File: config.mk
export PLATFORM = sky130hd
export DESIGN_NAME = pulse_beat_rate_detector_top
export DESIGN_NICKNAME = d
export VERILOG_FILES = /design/src/pbrd_pkg.sv /design/src/pbrd_divider.sv /design/src/pbrd_front.sv /design/src/pbrd_back.sv /design/src/pulse_beat_rate_detector_top.sv
export SDC_FILE = /design/constraint.sdc
export NUM_CORES = 2
export LEC_CHECK = 0
export BUFFER_PORTS_ARGS = -buffer_cell sky130_fd_sc_hd__buf_4
export CAP_MARGIN = 30
export CORE_MARGIN = 5
export CORE_UTILIZATION = 30
export CTS_BUF_LIST = sky130_fd_sc_hd__clkbuf_8
export CTS_CLUSTER_DIAMETER = 60
export DETAILED_ROUTE_END_ITERATION = 10
export RECOVER_POWER = 100
export SLEW_MARGIN = 20
export SYNTH_ARGS = -nofsm -noshare
export SYNTH_HDL_FRONTEND = slang
export SYNTH_HIERARCHICAL = 1
export SYNTH_SLANG_ARGS = --single-unit
File: constraint.sdc
create_clock -name clk -period 16.5 [get_ports clk]
set_input_delay 0.825 -clock clk [delete_from_list [all_inputs] [get_ports clk]]
set_output_delay 0.825 -clock clk [all_outputs]
set_load 0.02 [all_outputs]
File: src/pbrd_pkg.sv
// shared types and constants for the pulse beat rate detector
package pbrd_pkg;

  localparam int unsigned CFG_IDX_W = 3;

  typedef enum logic [CFG_IDX_W-1:0] {
    REG_AVG_PERIOD  = 3'd0,
    REG_WAVE_LOW    = 3'd1,
    REG_WAVE_HIGH   = 3'd2,
    REG_PERIOD_LOW  = 3'd3,
    REG_PERIOD_HIGH = 3'd4,
    REG_RATE_LOW    = 3'd5,
    REG_RATE_HIGH   = 3'd6,
    REG_STABILITY   = 3'd7
  } cfg_reg_t;

  typedef enum logic [2:0] {
    ST_NO_BEAT     = 3'd0,
    ST_LEVEL_OUT   = 3'd1,
    ST_PERIOD_OUT  = 3'd2,
    ST_RATE_OUT    = 3'd3,
    ST_UNSTABLE    = 3'd4,
    ST_VALID       = 3'd5
  } beat_status_t;

  typedef enum logic [2:0] {
    BK_IDLE,
    BK_MEAN,
    BK_SMOOTH,
    BK_RATE,
    BK_CLASS,
    BK_OUT
  } back_state_t;

  localparam logic [33:0] RATE_NUM   = 34'd6000000;
  localparam logic [15:0] RATE_SAT   = 16'hFFFF;
  localparam logic [15:0] RATE_RESET = 16'd600;
  localparam logic [7:0]  RISE_LIMIT = 8'd4;
  localparam logic [16:0] WAVE_RESET = 17'd65536;

  // divider width: mean numerator needs up to 40 bits at the widest count,
  // the rate numerator up to 36
  localparam int unsigned DIV_W = 40;

  typedef struct packed {
    logic [DIV_W-1:0] num;
    logic [DIV_W-1:0] den;
  } div_req_t;

endpackage

File: src/pbrd_divider.sv
// shared restoring divider, one quotient bit per cycle
module pbrd_divider (
  input  logic                        clk,
  input  logic                        rst_n,
  input  logic                        start,
  input  pbrd_pkg::div_req_t          req,
  output logic                        done,
  output logic [pbrd_pkg::DIV_W-1:0]  quot
);
  localparam int unsigned W  = pbrd_pkg::DIV_W;
  localparam int unsigned CW = $clog2(W + 1);

  logic [W-1:0]  rem_r, rem_nxt;
  logic [W-1:0]  q_r, q_nxt;
  logic [W-1:0]  den_r, den_nxt;
  logic [CW-1:0] cnt_r, cnt_nxt;
  logic          busy_r, busy_nxt;
  logic          done_r;
  logic [W:0]    trial;

  always_comb begin
    rem_nxt  = rem_r;
    q_nxt    = q_r;
    den_nxt  = den_r;
    cnt_nxt  = cnt_r;
    busy_nxt = busy_r;
    trial    = {rem_r, q_r[W-1]};
    if (start) begin
      rem_nxt  = '0;
      q_nxt    = req.num;
      den_nxt  = req.den;
      cnt_nxt  = CW'(W);
      busy_nxt = 1'b1;
    end else if (busy_r) begin
      if (trial >= {1'b0, den_r}) begin
        rem_nxt = W'(trial - {1'b0, den_r});
        q_nxt   = {q_r[W-2:0], 1'b1};
      end else begin
        rem_nxt = trial[W-1:0];
        q_nxt   = {q_r[W-2:0], 1'b0};
      end
      cnt_nxt = cnt_r - CW'(1);
      if (cnt_r == CW'(1)) busy_nxt = 1'b0;
    end
  end

  always_ff @(posedge clk) begin
    if (!rst_n) begin
      busy_r <= 1'b0;
      cnt_r  <= '0;
      done_r <= 1'b0;
    end else begin
      busy_r <= busy_nxt;
      cnt_r  <= cnt_nxt;
      // quotient is complete the cycle after the last iteration
      done_r <= busy_r && (cnt_r == CW'(1)) && !start;
    end
    rem_r <= rem_nxt;
    q_r   <= q_nxt;
    den_r <= den_nxt;
  end

  assign done = done_r;
  assign quot = q_r;
endmodule

File: src/pbrd_front.sv
// front end: window accumulation and close detection
module pbrd_front #(
  parameter int unsigned COUNT_WIDTH = 16
) (
  input  logic                    clk,
  input  logic                    rst_n,
  input  logic                    in_valid,
  input  logic [11:0]             sample,
  input  logic [31:0]             now_ms,
  input  logic [15:0]             avg_period,
  output logic                    win_close,
  output logic [12+COUNT_WIDTH-1:0] win_sum,
  output logic [COUNT_WIDTH-1:0]  win_count,
  output logic [31:0]             win_now
);
  localparam int unsigned SW = 12 + COUNT_WIDTH;

  logic [SW-1:0]          sum_r;
  logic [COUNT_WIDTH-1:0] count_r;
  logic [31:0]            start_r;
  logic [SW-1:0]          sum_add;
  logic [COUNT_WIDTH-1:0] count_add;
  logic [31:0]            elapsed;

  always_comb begin
    if (count_r != {COUNT_WIDTH{1'b1}}) begin
      sum_add   = sum_r + SW'(sample);
      count_add = count_r + COUNT_WIDTH'(1);
    end else begin
      sum_add   = sum_r;
      count_add = count_r;
    end
    elapsed   = now_ms - start_r;
    win_close = in_valid && (elapsed >= {16'd0, avg_period});
  end

  always_ff @(posedge clk) begin
    if (!rst_n) begin
      sum_r   <= '0;
      count_r <= '0;
      start_r <= '0;
    end else if (in_valid) begin
      if (win_close) begin
        sum_r   <= '0;
        count_r <= '0;
        start_r <= now_ms;
      end else begin
        sum_r   <= sum_add;
        count_r <= count_add;
      end
    end
  end

  assign win_sum   = sum_add;
  assign win_count = count_add;
  assign win_now   = now_ms;
endmodule

File: src/pbrd_back.sv
// back end: mean, smoothing, beat detection, rate and classification
module pbrd_back #(
  parameter int unsigned SMOOTH_TAPS = 5,
  parameter int unsigned COUNT_WIDTH = 16
) (
  input  logic                      clk,
  input  logic                      rst_n,
  input  logic                      job_valid,
  input  logic [12+COUNT_WIDTH-1:0] job_sum,
  input  logic [COUNT_WIDTH-1:0]    job_count,
  input  logic [31:0]               job_now,
  output logic                      job_take,
  input  logic [11:0]               wave_low,
  input  logic [11:0]               wave_high,
  input  logic [15:0]               period_low,
  input  logic [15:0]               period_high,
  input  logic [15:0]               rate_low,
  input  logic [15:0]               rate_high,
  input  logic [15:0]               stability,
  output logic                      res_valid,
  input  logic                      res_take,
  output logic [15:0]               res_wave,
  output logic [2:0]                res_status,
  output logic [15:0]               res_rate,
  output logic [31:0]               res_period
);
  localparam int unsigned W   = pbrd_pkg::DIV_W;
  localparam int unsigned TPW = (SMOOTH_TAPS > 1) ? $clog2(SMOOTH_TAPS) : 1;
  // smoothing divide by a constant: reciprocal multiply, exact for 21-bit sums
  localparam int unsigned SM_SHIFT = 25;
  localparam logic [25:0] SM_MUL =
    26'((2**SM_SHIFT + SMOOTH_TAPS - 1) / SMOOTH_TAPS);

  pbrd_pkg::back_state_t state_r, state_nxt;
  pbrd_pkg::div_req_t    dreq;
  logic                  dstart, ddone;
  logic [W-1:0]          dquot;

  logic [15:0]     taps_r [SMOOTH_TAPS];
  logic [TPW-1:0]  tap_pos_r;
  logic [19:0]     tap_sum_r;
  logic [16:0]     wave_prev_r;
  logic            rising_r;
  logic [7:0]      rise_cnt_r;
  logic [31:0]     last_beat_r;
  logic [31:0]     per_hist_r [2];
  logic [15:0]     rate_hist_r [2];
  logic [15:0]     wave_r;
  logic [31:0]     period_r;
  logic [15:0]     rate_r;
  logic [2:0]      status_r;
  logic [31:0]     now_r;
  logic [20:0]     sm_num;
  logic [46:0]     sm_prod;
  logic [15:0]     wave_new;
  logic            wave_up, beat_now;
  logic [31:0]     per_now, per_sel;
  logic [35:0]     dsum;
  logic [15:0]     d0, d1;
  logic [16:0]     wlo, whi;

  pbrd_divider u_div (
    .clk   (clk),
    .rst_n (rst_n),
    .start (dstart),
    .req   (dreq),
    .done  (ddone),
    .quot  (dquot)
  );

  assign sm_num   = 21'(tap_sum_r) + 21'(SMOOTH_TAPS / 2);
  assign sm_prod  = 47'(sm_num) * 47'(SM_MUL);
  assign wave_new = sm_prod[SM_SHIFT +: 16];
  assign wave_up  = {1'b0, wave_new} > wave_prev_r;
  assign beat_now = (state_r == pbrd_pkg::BK_SMOOTH) && wave_up && !rising_r
                    && (rise_cnt_r >= pbrd_pkg::RISE_LIMIT);

  // period of a new beat while smoothing, the stored period afterwards
  assign per_now = now_r - last_beat_r;
  assign per_sel = (state_r == pbrd_pkg::BK_SMOOTH) ? per_now : period_r;
  assign dsum = 36'({per_sel, 2'b00}) + 36'(per_hist_r[0]) * 36'd3
              + 36'(per_hist_r[1]) * 36'd3;

  always_comb begin
    state_nxt = state_r;
    case (state_r)
      pbrd_pkg::BK_IDLE:   if (job_valid) state_nxt = pbrd_pkg::BK_MEAN;
      pbrd_pkg::BK_MEAN:   if (ddone) state_nxt = pbrd_pkg::BK_SMOOTH;
      pbrd_pkg::BK_SMOOTH: state_nxt = beat_now ? pbrd_pkg::BK_RATE
                                                : pbrd_pkg::BK_OUT;
      pbrd_pkg::BK_RATE:   if (ddone || dsum == '0) state_nxt = pbrd_pkg::BK_CLASS;
      pbrd_pkg::BK_CLASS:  state_nxt = pbrd_pkg::BK_OUT;
      pbrd_pkg::BK_OUT:    if (res_take) state_nxt = pbrd_pkg::BK_IDLE;
      default:             state_nxt = pbrd_pkg::BK_IDLE;
    endcase
  end

  always_comb begin
    dstart = 1'b0;
    dreq   = '0;
    case (state_r)
      pbrd_pkg::BK_IDLE: begin
        dstart   = job_valid;
        dreq.num = W'({job_sum, 4'b0000}) + W'(job_count >> 1);
        dreq.den = W'(job_count);
      end
      pbrd_pkg::BK_SMOOTH: begin
        dstart   = beat_now;
        dreq.num = W'(pbrd_pkg::RATE_NUM) + W'(dsum >> 1);
        dreq.den = W'(dsum);
      end
      default: ;
    endcase
  end

  assign job_take = (state_r == pbrd_pkg::BK_IDLE) && job_valid;
  assign d0  = (rate_r > rate_hist_r[0]) ? rate_r - rate_hist_r[0]
                                         : rate_hist_r[0] - rate_r;
  assign d1  = (rate_r > rate_hist_r[1]) ? rate_r - rate_hist_r[1]
                                         : rate_hist_r[1] - rate_r;
  assign wlo = {1'b0, wave_low, 4'b0000};
  assign whi = {1'b0, wave_high, 4'b0000};

  always_ff @(posedge clk) begin
    if (!rst_n) begin
      state_r     <= pbrd_pkg::BK_IDLE;
      for (int i = 0; i < SMOOTH_TAPS; i++) taps_r[i] <= '0;
      tap_pos_r   <= '0;
      tap_sum_r   <= '0;
      wave_prev_r <= pbrd_pkg::WAVE_RESET;
      rising_r    <= 1'b1;
      rise_cnt_r  <= '0;
      last_beat_r <= '0;
      per_hist_r[0]  <= '0;
      per_hist_r[1]  <= '0;
      rate_hist_r[0] <= pbrd_pkg::RATE_RESET;
      rate_hist_r[1] <= pbrd_pkg::RATE_RESET;
    end else begin
      state_r <= state_nxt;
      case (state_r)
        pbrd_pkg::BK_IDLE: if (job_valid) now_r <= job_now;
        pbrd_pkg::BK_MEAN: if (ddone) begin
          tap_sum_r <= tap_sum_r - 20'(taps_r[tap_pos_r]) + 20'(dquot[15:0]);
          taps_r[tap_pos_r] <= dquot[15:0];
          tap_pos_r <= (tap_pos_r == TPW'(SMOOTH_TAPS - 1)) ? '0
                                                            : tap_pos_r + TPW'(1);
        end
        pbrd_pkg::BK_SMOOTH: begin
          wave_r      <= wave_new;
          status_r    <= pbrd_pkg::ST_NO_BEAT;
          rate_r      <= '0;
          period_r    <= beat_now ? per_now : '0;
          wave_prev_r <= {1'b0, wave_new};
          if (wave_up) begin
            if (rise_cnt_r != 8'hFF) rise_cnt_r <= rise_cnt_r + 8'd1;
            if (beat_now) begin
              last_beat_r <= now_r;
              rising_r    <= 1'b1;
            end
          end else begin
            rising_r   <= 1'b0;
            rise_cnt_r <= '0;
          end
        end
        pbrd_pkg::BK_RATE: begin
          if (dsum == '0) rate_r <= pbrd_pkg::RATE_SAT;
          else if (ddone)
            rate_r <= (dquot > W'(pbrd_pkg::RATE_SAT)) ? pbrd_pkg::RATE_SAT
                                                       : dquot[15:0];
        end
        pbrd_pkg::BK_CLASS: begin
          if ({1'b0, wave_r} < wlo || {1'b0, wave_r} > whi)
            status_r <= pbrd_pkg::ST_LEVEL_OUT;
          else if (period_r < {16'd0, period_low} || period_r > {16'd0, period_high})
            status_r <= pbrd_pkg::ST_PERIOD_OUT;
          else if (rate_r < rate_low || rate_r > rate_high)
            status_r <= pbrd_pkg::ST_RATE_OUT;
          else if (d0 > stability || d1 > stability)
            status_r <= pbrd_pkg::ST_UNSTABLE;
          else
            status_r <= pbrd_pkg::ST_VALID;
          rate_hist_r[1] <= rate_hist_r[0];
          rate_hist_r[0] <= rate_r;
          per_hist_r[1]  <= per_hist_r[0];
          per_hist_r[0]  <= period_r;
        end
        default: ;
      endcase
    end
  end

  assign res_valid  = (state_r == pbrd_pkg::BK_OUT);
  assign res_wave   = wave_r;
  assign res_status = status_r;
  assign res_rate   = rate_r;
  assign res_period = period_r;

  a_take_idle: assert property (@(posedge clk) disable iff (!rst_n)
    job_take |=> state_r == pbrd_pkg::BK_MEAN)
    else $error("job taken outside idle");
  a_out_hold: assert property (@(posedge clk) disable iff (!rst_n)
    res_valid && !res_take |=> res_valid && $stable(res_wave))
    else $error("result dropped");
  a_nobeat_zero: assert property (@(posedge clk) disable iff (!rst_n)
    res_valid && res_status == pbrd_pkg::ST_NO_BEAT |-> res_rate == '0)
    else $error("rate without beat");
endmodule

File: src/pulse_beat_rate_detector_top.sv
// top level of the pulse beat rate detector
// front accumulates one sample per cycle while not full; a window close queues a job
// mean uses the shared bit-serial divider (40 iterations plus load and done);
// a beat adds a rate divide, not waited for when the rate divisor is zero;
// smoothing is a combinational reciprocal multiply; full only while a closed
// window waits
// rst_n synchronous active low: registers to defaults, queues empty
module pulse_beat_rate_detector_top #(
  parameter int unsigned SMOOTH_TAPS = 5,
  parameter int unsigned COUNT_WIDTH = 16
) (
  input  logic        clk,
  input  logic        rst_n,
  input  logic        push,
  output logic        full,
  input  logic [11:0] in_sample,
  input  logic [31:0] in_now_ms,
  output logic        empty,
  input  logic        pop,
  output logic [15:0] out_wave_q4,
  output logic [2:0]  out_beat_status,
  output logic [15:0] out_rate_x10,
  output logic [31:0] out_beat_period_ms,
  input  logic        cfg_valid,
  output logic        cfg_ready,
  input  logic [pbrd_pkg::CFG_IDX_W-1:0] cfg_index,
  input  logic [15:0] cfg_data
);
  localparam int unsigned SW = 12 + COUNT_WIDTH;

  // configuration registers
  logic [15:0] avg_period_r, period_low_r, period_high_r;
  logic [15:0] rate_low_r, rate_high_r, stability_r;
  logic [11:0] wave_low_r, wave_high_r;

  assign cfg_ready = 1'b1;

  always_ff @(posedge clk) begin
    if (!rst_n) begin
      avg_period_r  <= 16'd20;
      wave_low_r    <= 12'd2400;
      wave_high_r   <= 12'd2900;
      period_low_r  <= 16'd500;
      period_high_r <= 16'd2000;
      rate_low_r    <= 16'd300;
      rate_high_r   <= 16'd1200;
      stability_r   <= 16'd100;
    end else if (cfg_valid) begin
      case (pbrd_pkg::cfg_reg_t'(cfg_index))
        pbrd_pkg::REG_AVG_PERIOD:  avg_period_r  <= cfg_data;
        pbrd_pkg::REG_WAVE_LOW:    wave_low_r    <= cfg_data[11:0];
        pbrd_pkg::REG_WAVE_HIGH:   wave_high_r   <= cfg_data[11:0];
        pbrd_pkg::REG_PERIOD_LOW:  period_low_r  <= cfg_data;
        pbrd_pkg::REG_PERIOD_HIGH: period_high_r <= cfg_data;
        pbrd_pkg::REG_RATE_LOW:    rate_low_r    <= cfg_data;
        pbrd_pkg::REG_RATE_HIGH:   rate_high_r   <= cfg_data;
        pbrd_pkg::REG_STABILITY:   stability_r   <= cfg_data;
        default: ;
      endcase
    end
  end

  // front end
  logic              accept, close;
  logic [SW-1:0]     w_sum;
  logic [COUNT_WIDTH-1:0] w_cnt;
  logic [31:0]       w_now;

  assign accept = push && !full;

  pbrd_front #(.COUNT_WIDTH(COUNT_WIDTH)) u_front (
    .clk        (clk),
    .rst_n      (rst_n),
    .in_valid   (accept),
    .sample     (in_sample),
    .now_ms     (in_now_ms),
    .avg_period (avg_period_r),
    .win_close  (close),
    .win_sum    (w_sum),
    .win_count  (w_cnt),
    .win_now    (w_now)
  );

  // one-entry job queue between front and back
  logic                   jq_valid_r;
  logic [SW-1:0]          jq_sum_r;
  logic [COUNT_WIDTH-1:0] jq_cnt_r;
  logic [31:0]            jq_now_r;
  logic                   job_take;

  // full while a closed window waits for the back end
  assign full = jq_valid_r;

  always_ff @(posedge clk) begin
    if (!rst_n) jq_valid_r <= 1'b0;
    else if (accept && close) jq_valid_r <= 1'b1;
    else if (job_take) jq_valid_r <= 1'b0;
    if (accept && close) begin
      jq_sum_r <= w_sum;
      jq_cnt_r <= w_cnt;
      jq_now_r <= w_now;
    end
  end

  // back end
  logic        res_valid, res_take;
  logic [15:0] r_wave, r_rate;
  logic [2:0]  r_status;
  logic [31:0] r_period;

  pbrd_back #(.SMOOTH_TAPS(SMOOTH_TAPS), .COUNT_WIDTH(COUNT_WIDTH)) u_back (
    .clk         (clk),
    .rst_n       (rst_n),
    .job_valid   (jq_valid_r),
    .job_sum     (jq_sum_r),
    .job_count   (jq_cnt_r),
    .job_now     (jq_now_r),
    .job_take    (job_take),
    .wave_low    (wave_low_r),
    .wave_high   (wave_high_r),
    .period_low  (period_low_r),
    .period_high (period_high_r),
    .rate_low    (rate_low_r),
    .rate_high   (rate_high_r),
    .stability   (stability_r),
    .res_valid   (res_valid),
    .res_take    (res_take),
    .res_wave    (r_wave),
    .res_status  (r_status),
    .res_rate    (r_rate),
    .res_period  (r_period)
  );

  // output register decouples the result from the pop side
  logic out_valid_r;
  assign res_take = res_valid && (!out_valid_r || pop);
  assign empty    = !out_valid_r;

  always_ff @(posedge clk) begin
    if (!rst_n) out_valid_r <= 1'b0;
    else if (res_take) out_valid_r <= 1'b1;
    else if (pop) out_valid_r <= 1'b0;
    if (res_take) begin
      out_wave_q4        <= r_wave;
      out_beat_status    <= r_status;
      out_rate_x10       <= r_rate;
      out_beat_period_ms <= r_period;
    end
  end

  a_full_no_close: assert property (@(posedge clk) disable iff (!rst_n)
    full |-> !(accept && close))
    else $error("window closed into full queue");
  a_pop_clears: assert property (@(posedge clk) disable iff (!rst_n)
    pop && !empty && !res_take |=> empty)
    else $error("request not removed");
  a_status_range: assert property (@(posedge clk) disable iff (!rst_n)
    !empty |-> out_beat_status <= pbrd_pkg::ST_VALID)
    else $error("bad status code");
endmodule
# == Word-level counts from Yosys, hierarchy flattened ==
# Memories as Yosys holds them, arrays and structs flattened. A register that Yosys moved wholly into a read port is not among the register bits.
# Cells that the tools add are included.
# classes
addsub,19
bitwise_logic,5
n_eq_ne,23
n_mul,3
shifts,0
n_mux,59
n_lt_le_gt_ge,15
div,0
n_reduce_logical,48
# op_table
cell,count
two-way mux 16 bit,10
one-hot mux 80 bit (2 select lines),1
two-way mux 40 bit,3
> comparator 16 bit,6
two-way mux 32 bit,3
"multiplier 32 x 2 -> 34 bit, second input constant",2
subtractor 16 bit,4
subtractor 32 bit,2
two-way mux 28 bit,2
greater-or-equal comparator 41 x 40 -> 1 bit,1
"multiplier 21 x 23 -> 41 bit, second input constant",1
"> comparator 40 x 16 -> 1 bit, second input constant",1
subtractor 40 bit,1
"adder 23 x 35 -> 36 bit, first input constant",1
adder 36 x 34 -> 36 bit,1
logical NOT 36 bit,1
two-way mux 3 bit,12
adder 34 x 34 -> 35 bit,1
adder 32 x 15 -> 33 bit,1
greater-or-equal comparator 32 x 16 -> 1 bit,1
> comparator 32 x 16 -> 1 bit,1
less-than comparator 16 bit,2
less-than comparator 32 x 16 -> 1 bit,1
one-hot mux 16 bit (2 select lines),1
other kinds (37),112
# word_totals
rom_bits,0
in_bits,68
n_memories,3
reg_bits,652
word_cells,214
latch_bits,0
output_inout_bits,70
ramBits,176
# memory_table
name,depth,width,read_ports,rd_clocked_by_memory_dff,wr,line,rtl
u_back.taps_r,5,16,1,1,5,pbrd_back.sv:39,logic [15:0] taps_r [SMOOTH_TAPS];
u_back.per_hist_r,2,32,2,0,2,pbrd_back.sv:46,logic [31:0] per_hist_r [2];
u_back.rate_hist_r,2,16,2,0,2,pbrd_back.sv:47,logic [15:0] rate_hist_r [2];

# == Depth between registers and ports, before layout ==
# An unclocked memory read counts as a cell.
# logic_depth
word_depth,10
depth_mapped,47

# == Modules after synthesis ==
# The synthesis kept the hierarchy.
# modules_own_cells
module,n_inst,area_per_inst_um2,cells_per_inst
pbrd_back,1,37440.9,3790
pulse_beat_rate_detector_top,1,8918.6,584
pbrd_divider,1,7800.0,774
pbrd_front,1,7385.8,1030

# == Worst setup path after synthesis ==
# OpenSTA, ideal clock, no wires.
# synth_timing
path_kind,register to register
from,register u_back.tap_sum_r[3]
to,"register u_back.u_div.q_r[0], in the netlist u_back/u_div/quot[0], enable pin"
path_stages_with_launch,46
setup_ns,0.394
setup_slack_ns,5.029
period_less_slack_ns,11.471
t_arrival_ns,11.077
n_path_buf,3
path_cell_list,dfxtp_1 inv_1 nor4_1 nand2_1 nor2_1 nand4_1 nor3_1 and2_1 xor2_1 inv_1 fa_1 inv_1 fa_1 fa_1 inv_1 fa_1 fa_1 inv_1 (+10 left out) a31oi_1 a21oi_1 nor2b_1 nor3_1 nor2_1 ha_1 a21o_1 a21oi_1 o22ai_1 a21o_1 a21boi_0 nand2_1 clkbuf_1 nand2b_1 clkbuf_1 nor2_1 clkbuf_1 inv_1
# synth_via
elab_chain_cells,8
# synth_lines
element,line,rtl
"start, declared",pbrd_back.sv:41,logic [19:0] tap_sum_r;
"start signal, assigned",pbrd_back.sv:143,tap_sum_r <= tap_sum_r - 20'(taps_r[tap_pos_r]) + 20'(dquot[15:0]);
adder 20 x 2 -> 21 bit,pbrd_back.sv:71,assign sm_num = 21'(tap_sum_r) + 21'(SMOOTH_TAPS / 2);
multiplier 21 x 23 -> 41 bit,pbrd_back.sv:72,assign sm_prod = 47'(sm_num) * 47'(SM_MUL);
via u_back.sm_prod[39],pbrd_back.sv:54,logic [46:0] sm_prod;
> comparator 16 x 17 -> 1 bit,pbrd_back.sv:74,"assign wave_up = {1'b0, wave_new} > wave_prev_r;"
logical AND 1 bit (2 in a row),pbrd_back.sv:75,assign beat_now = (state_r == pbrd_pkg::BK_SMOOTH) && wave_up && !rising_r
logical AND 1 bit,pbrd_back.sv:76,&& (rise_cnt_r >= pbrd_pkg::RISE_LIMIT);
one-hot mux 1 bit (2 select lines),pbrd_back.sv:101,case (state_r)
via u_back.dstart,pbrd_back.sv:36,"logic dstart, ddone;"
nonzero test 2 bit (no source line),--,
"end signal, assigned",pbrd_divider.sv:59,q_r <= q_nxt;
"end, declared",pbrd_divider.sv:14,"logic [W-1:0] q_r, q_nxt;"
# The timed path passes the listed nets, and every way through them passes these cells.
# A chain may end at the register's enable or synchronous reset.

# == Final worst setup path ==
# layout_timing
from,register u_back.tap_sum_r[3]
to,"register u_back.u_div.q_r[23], in the netlist u_back/u_div/quot[23], enable pin"
# The elaborated chain is that of the path after synthesis.

==> flow_summary.toml <==
[logic_synthesis]
synth_warnings = 6
yosysSeqAreaShare = 0.375
yosys.cell_types.count = 115
netlist_area_um2 = 61500
synth-async-reset-ratio = 0
postSynth.topFlopCell = "sky130_fd_sc_hd__edfxtp_1"
mean_syn_cell_area_um2 = 9.96
post_synth_inst_count = 6178
synth-seq-cells = 879
edff_count_synth = 546

[cells_and_area]
seqCellArea_um2 = 23100
multi_input_area_um2 = 34500
instances_no_fill = 9081
most_frequent_standard_cell_in_the_layout_excluding_fill_and_tap_cells = "sky130_fd_sc_hd__inv_1"
filler_cell_count = 21084
most-common-layout-cells = "sky130_fd_sc_hd__inv_1, sky130_fd_sc_hd__nand2_1, sky130_fd_sc_hd__ha_1"
finalNetCount = 7138
flow.area_growth_from_synthesis_pct = 9.72
final_layout_size_suffix_gt1_frac = 0.0739

[sta]
final-hold-violation-count = 0
measured_slew_at_the_worst_slew_check_pin_ns = 3.35
post-route-min-period_ns = 13.11
finalHoldWorstSlack_ns = 0.223
finalClockSkew_ns = 0.0528
share_of_the_clock_period_used_by_the_worst_path = 0.795
relSlewSlack = -1.23
rsz0062_at_grt = "false"
finalSetupViolCount = 0
clock.fmax_ghz = 0.0763
final.setup.tns_ns = 0
number_of_pins_with_negative_max_slew_slack_in_the_final_report = 1001

[worst_setup_path]
critPathLaunchType = "flop"
endpoint_kind = "flop"
critPathRequiredTime_ns = 17.05
max_stage_delay_ns = 0.98
crit_slowest_cell = "sky130_fd_sc_hd__nor2_1"
critical_path.n_buffers_inverters = 10
crit_path_arrival_time_ns = 13.66
crit_path_max_fanout = 66
critical_path_class = "flop to flop"
worst_path_dominant_cell_family = "adder cells"

[clock_tree]
cts_root_buf = "sky130_fd_sc_hd__clkbuf_8"
cts_repair_resize_count = 0
holdBufCountCts = 0
cts_sinks = 879
insertion_delay_ns = 0.88
max-clock-path-buffers = 3
cts_htree_levels = 4
cts_tree = "yes"
cts.repair_timing.setup_buffer_count = 0
number_of_buffers_created_by_cts = 156
clk_transition_reported_paths_ns = 0.06

[global_route]
grt_remaining_overflow = 0
grt_first_pass_wirelength_mm = 262
grt_start_max_net_pins = 100
antenna_found_initial = 12
globalRouteTotalUtil = 0.153
grt_pass1_vias = 45254

[power_and_ir_drop]
portion_of_total_power_attributed_to_sequential_cells = 0.357
power.ir.vdd_worst_mv = 0.0806
pwr-share-clk = 0.277
report.power.total_mw = 7.22
p_leak_nw = 28.1
power_switching_mw = 2.74
power.combinational.fraction = 0.366
powerDensity_nw_per_um2 = 107
swShare = 0.379
cell_int_power_mw = 4.48

[die]
die_w_um = 463
fp.coreArea_um2 = 204000
die_height_um = 463
site_rows = 166
starting_density = 0.301
design.portCount = 138
die-area_um2 = 214000

[routing]
viasPerCell = 4.98
firstDrtPassIters = 8
totalWireLength_mm = 169
routed-via-count = 45199
first_iter_violations = 3230
wl_per_cell_um = 18.6
antenna_violating_nets_post_route = 0
post-route-drc-count = 0

[placed_design]
post-dp-hpwl_mm = 129
place.detailed.instances = 8776
place.gp.congestion = 0.890
placement.io_buffers = 136

[job]
max_cap_violations = 25

[run_status]
status = "complete, but fails checks"
violations = "capacitance limit, slew limit"

[worst_hold_path]
hold_class = "input port to flop"
==> state kept, by name, indices dropped and copies added (netlist names), 17 cells and up, named ones only <==
signal,count
u_back/res_period,32
u_back/u_div/quot,40
u_back/u_div/den_r,40
u_back/last_beat_r,32
u_back/now_r,32
u_front/start_r,32
u_back/per_hist_r,64
u_back/wave_prev_r,17
u_back/tap_sum_r,20
out_beat_period_ms,32
jq_now_r,32
u_back/taps_r,128
jq_sum_r,28
u_back/u_div/rem_r,40
u_front/sum_r,28
u_back/rate_hist_r,32
==> final timing paths <==
path,from,endpoint,slack (ns),cells after the start
setup / recovery,u_back/tap_sum_r[3],u_back/u_div/quot[23],3.39,44
hold / removal,cfg_data[3],rate_low_r[3],0.22,3
setup reg to reg,u_back/tap_sum_r[3],u_back/u_div/quot[23],3.39,44
hold reg to reg,jq_now_r[28],u_back/now_r[28],0.41,0
==> kinds of logic (layout without fill, tap and decap cells) <==
| logic type | after synthesis | after routing | share of synthesized area |
|---|---|---|---|
| simple gates | 1771 | 1771 | 0.141 |
| compound gates | 1191 | 1191 | 0.131 |
| buf+inv | 969 | 1168 | 0.0639 |
| flops | 879 | 879 | 0.375 |
| fa+ha+maj | 818 | 818 | 0.197 |
| mux | 279 | 279 | 0.0532 |
| xor+xnor | 269 | 269 | 0.0385 |
| other cells | 2 | 18 | 0.000122 |
==> synth_stat cells, drive strengths merged, types with 13 or more instances <==
cell type | count | share of area
or3 | 27 | 0.0027
inv | 676 | 0.041
buf | 96 | 0.011
nand4 | 81 | 0.0083
o31ai | 21 | 0.0029
xor2 | 103 | 0.015
nand3 | 140 | 0.011
and2 | 29 | 0.0029
fa | 255 | 0.083
a2111oi | 18 | 0.0032
a211o | 16 | 0.0023
clkbuf | 196 | 0.012
or2 | 18 | 0.0018
o21ai | 213 | 0.017
and3 | 118 | 0.012
ha | 563 | 0.11
mux4 | 32 | 0.012
nor2 | 309 | 0.019
o22ai | 28 | 0.0028
a311oi | 27 | 0.0060
mux2 | 66 | 0.012
o21bai | 47 | 0.0057
a21boi | 28 | 0.0034
a21oi | 342 | 0.028
nand2 | 642 | 0.040
nor2b | 91 | 0.0093
a31oi | 36 | 0.0042
or4 | 13 | 0.0016
nor3 | 116 | 0.0095
nand2b | 44 | 0.0045
dfxtp | 333 | 0.11
edfxtp | 546 | 0.27
nor4b | 14 | 0.0020
a211oi | 32 | 0.0040
o211ai | 29 | 0.0035
a21o | 141 | 0.017
mux2i | 181 | 0.029
nor4 | 79 | 0.0085
o21a | 76 | 0.0093
xnor2 | 166 | 0.024
==> per-layer routing <==
metal	track usage	wire [um]	share of wire	vias to the layer above
met2	0.252	77900	0.46	1108
met4	0.0460	4800	0.028	8
li1	-	-	-	21965
met3	0.0220	8390	0.050	254
met5	0	54	0.00032	-
met1	0.208	77500	0.46	21864
==> per-stage QoR <==
step / setup slack, ns / util / instance area, um2
after CTS: 4.17 / 0.334 / 68300
after global routing: 2.35 / 0.330 / 67500
after floorplan: 5.03 / - / 61600
after detailed placement: 4.18 / 0.319 / 65200
final: 3.39 / 0.330 / 67500
after global placement: 4.46 / 0.319 / 65100
==> worst register-to-register path, delay by kind of cell, from the launching register on <==
| family | cells | cell delay (ns) |
|---|---|---|
| and+or+nand+nor | 10 | 3.55 |
| AOI/OAI and AO/OA | 13 | 2.40 |
| adders and majority gates | 9 | 4.06 |
| xor gates and xnor gates | 2 | 0.50 |
| buffers and inverters | 10 | 1.91 |
| DFF | 1 | 0.41 |
==> power by group through the flow <==
stage / clock (mW) / combinational [mW] / sequential, mW
floorplan: 0 / 2.07 / 2.57
global placement: 0 / 2.64 / 2.62
detailed placement: 0 / 2.67 / 2.62
CTS: 2.06 / 2.68 / 2.57
global route: 2.18 / 2.91 / 2.59
finish: 2.00 / 2.64 / 2.58
==> final cells by class <==
class	instances	area share
multi-input combinational	4338	0.510
sequential	879	0.342
tap	2688	0.0498
inverter	677	0.0376
clock buffer	169	0.0344
timing repair buffer	200	0.0149
clock inverter	122	0.0110
antenna	8	0.000296
Power figures use the tool's default switching activity.
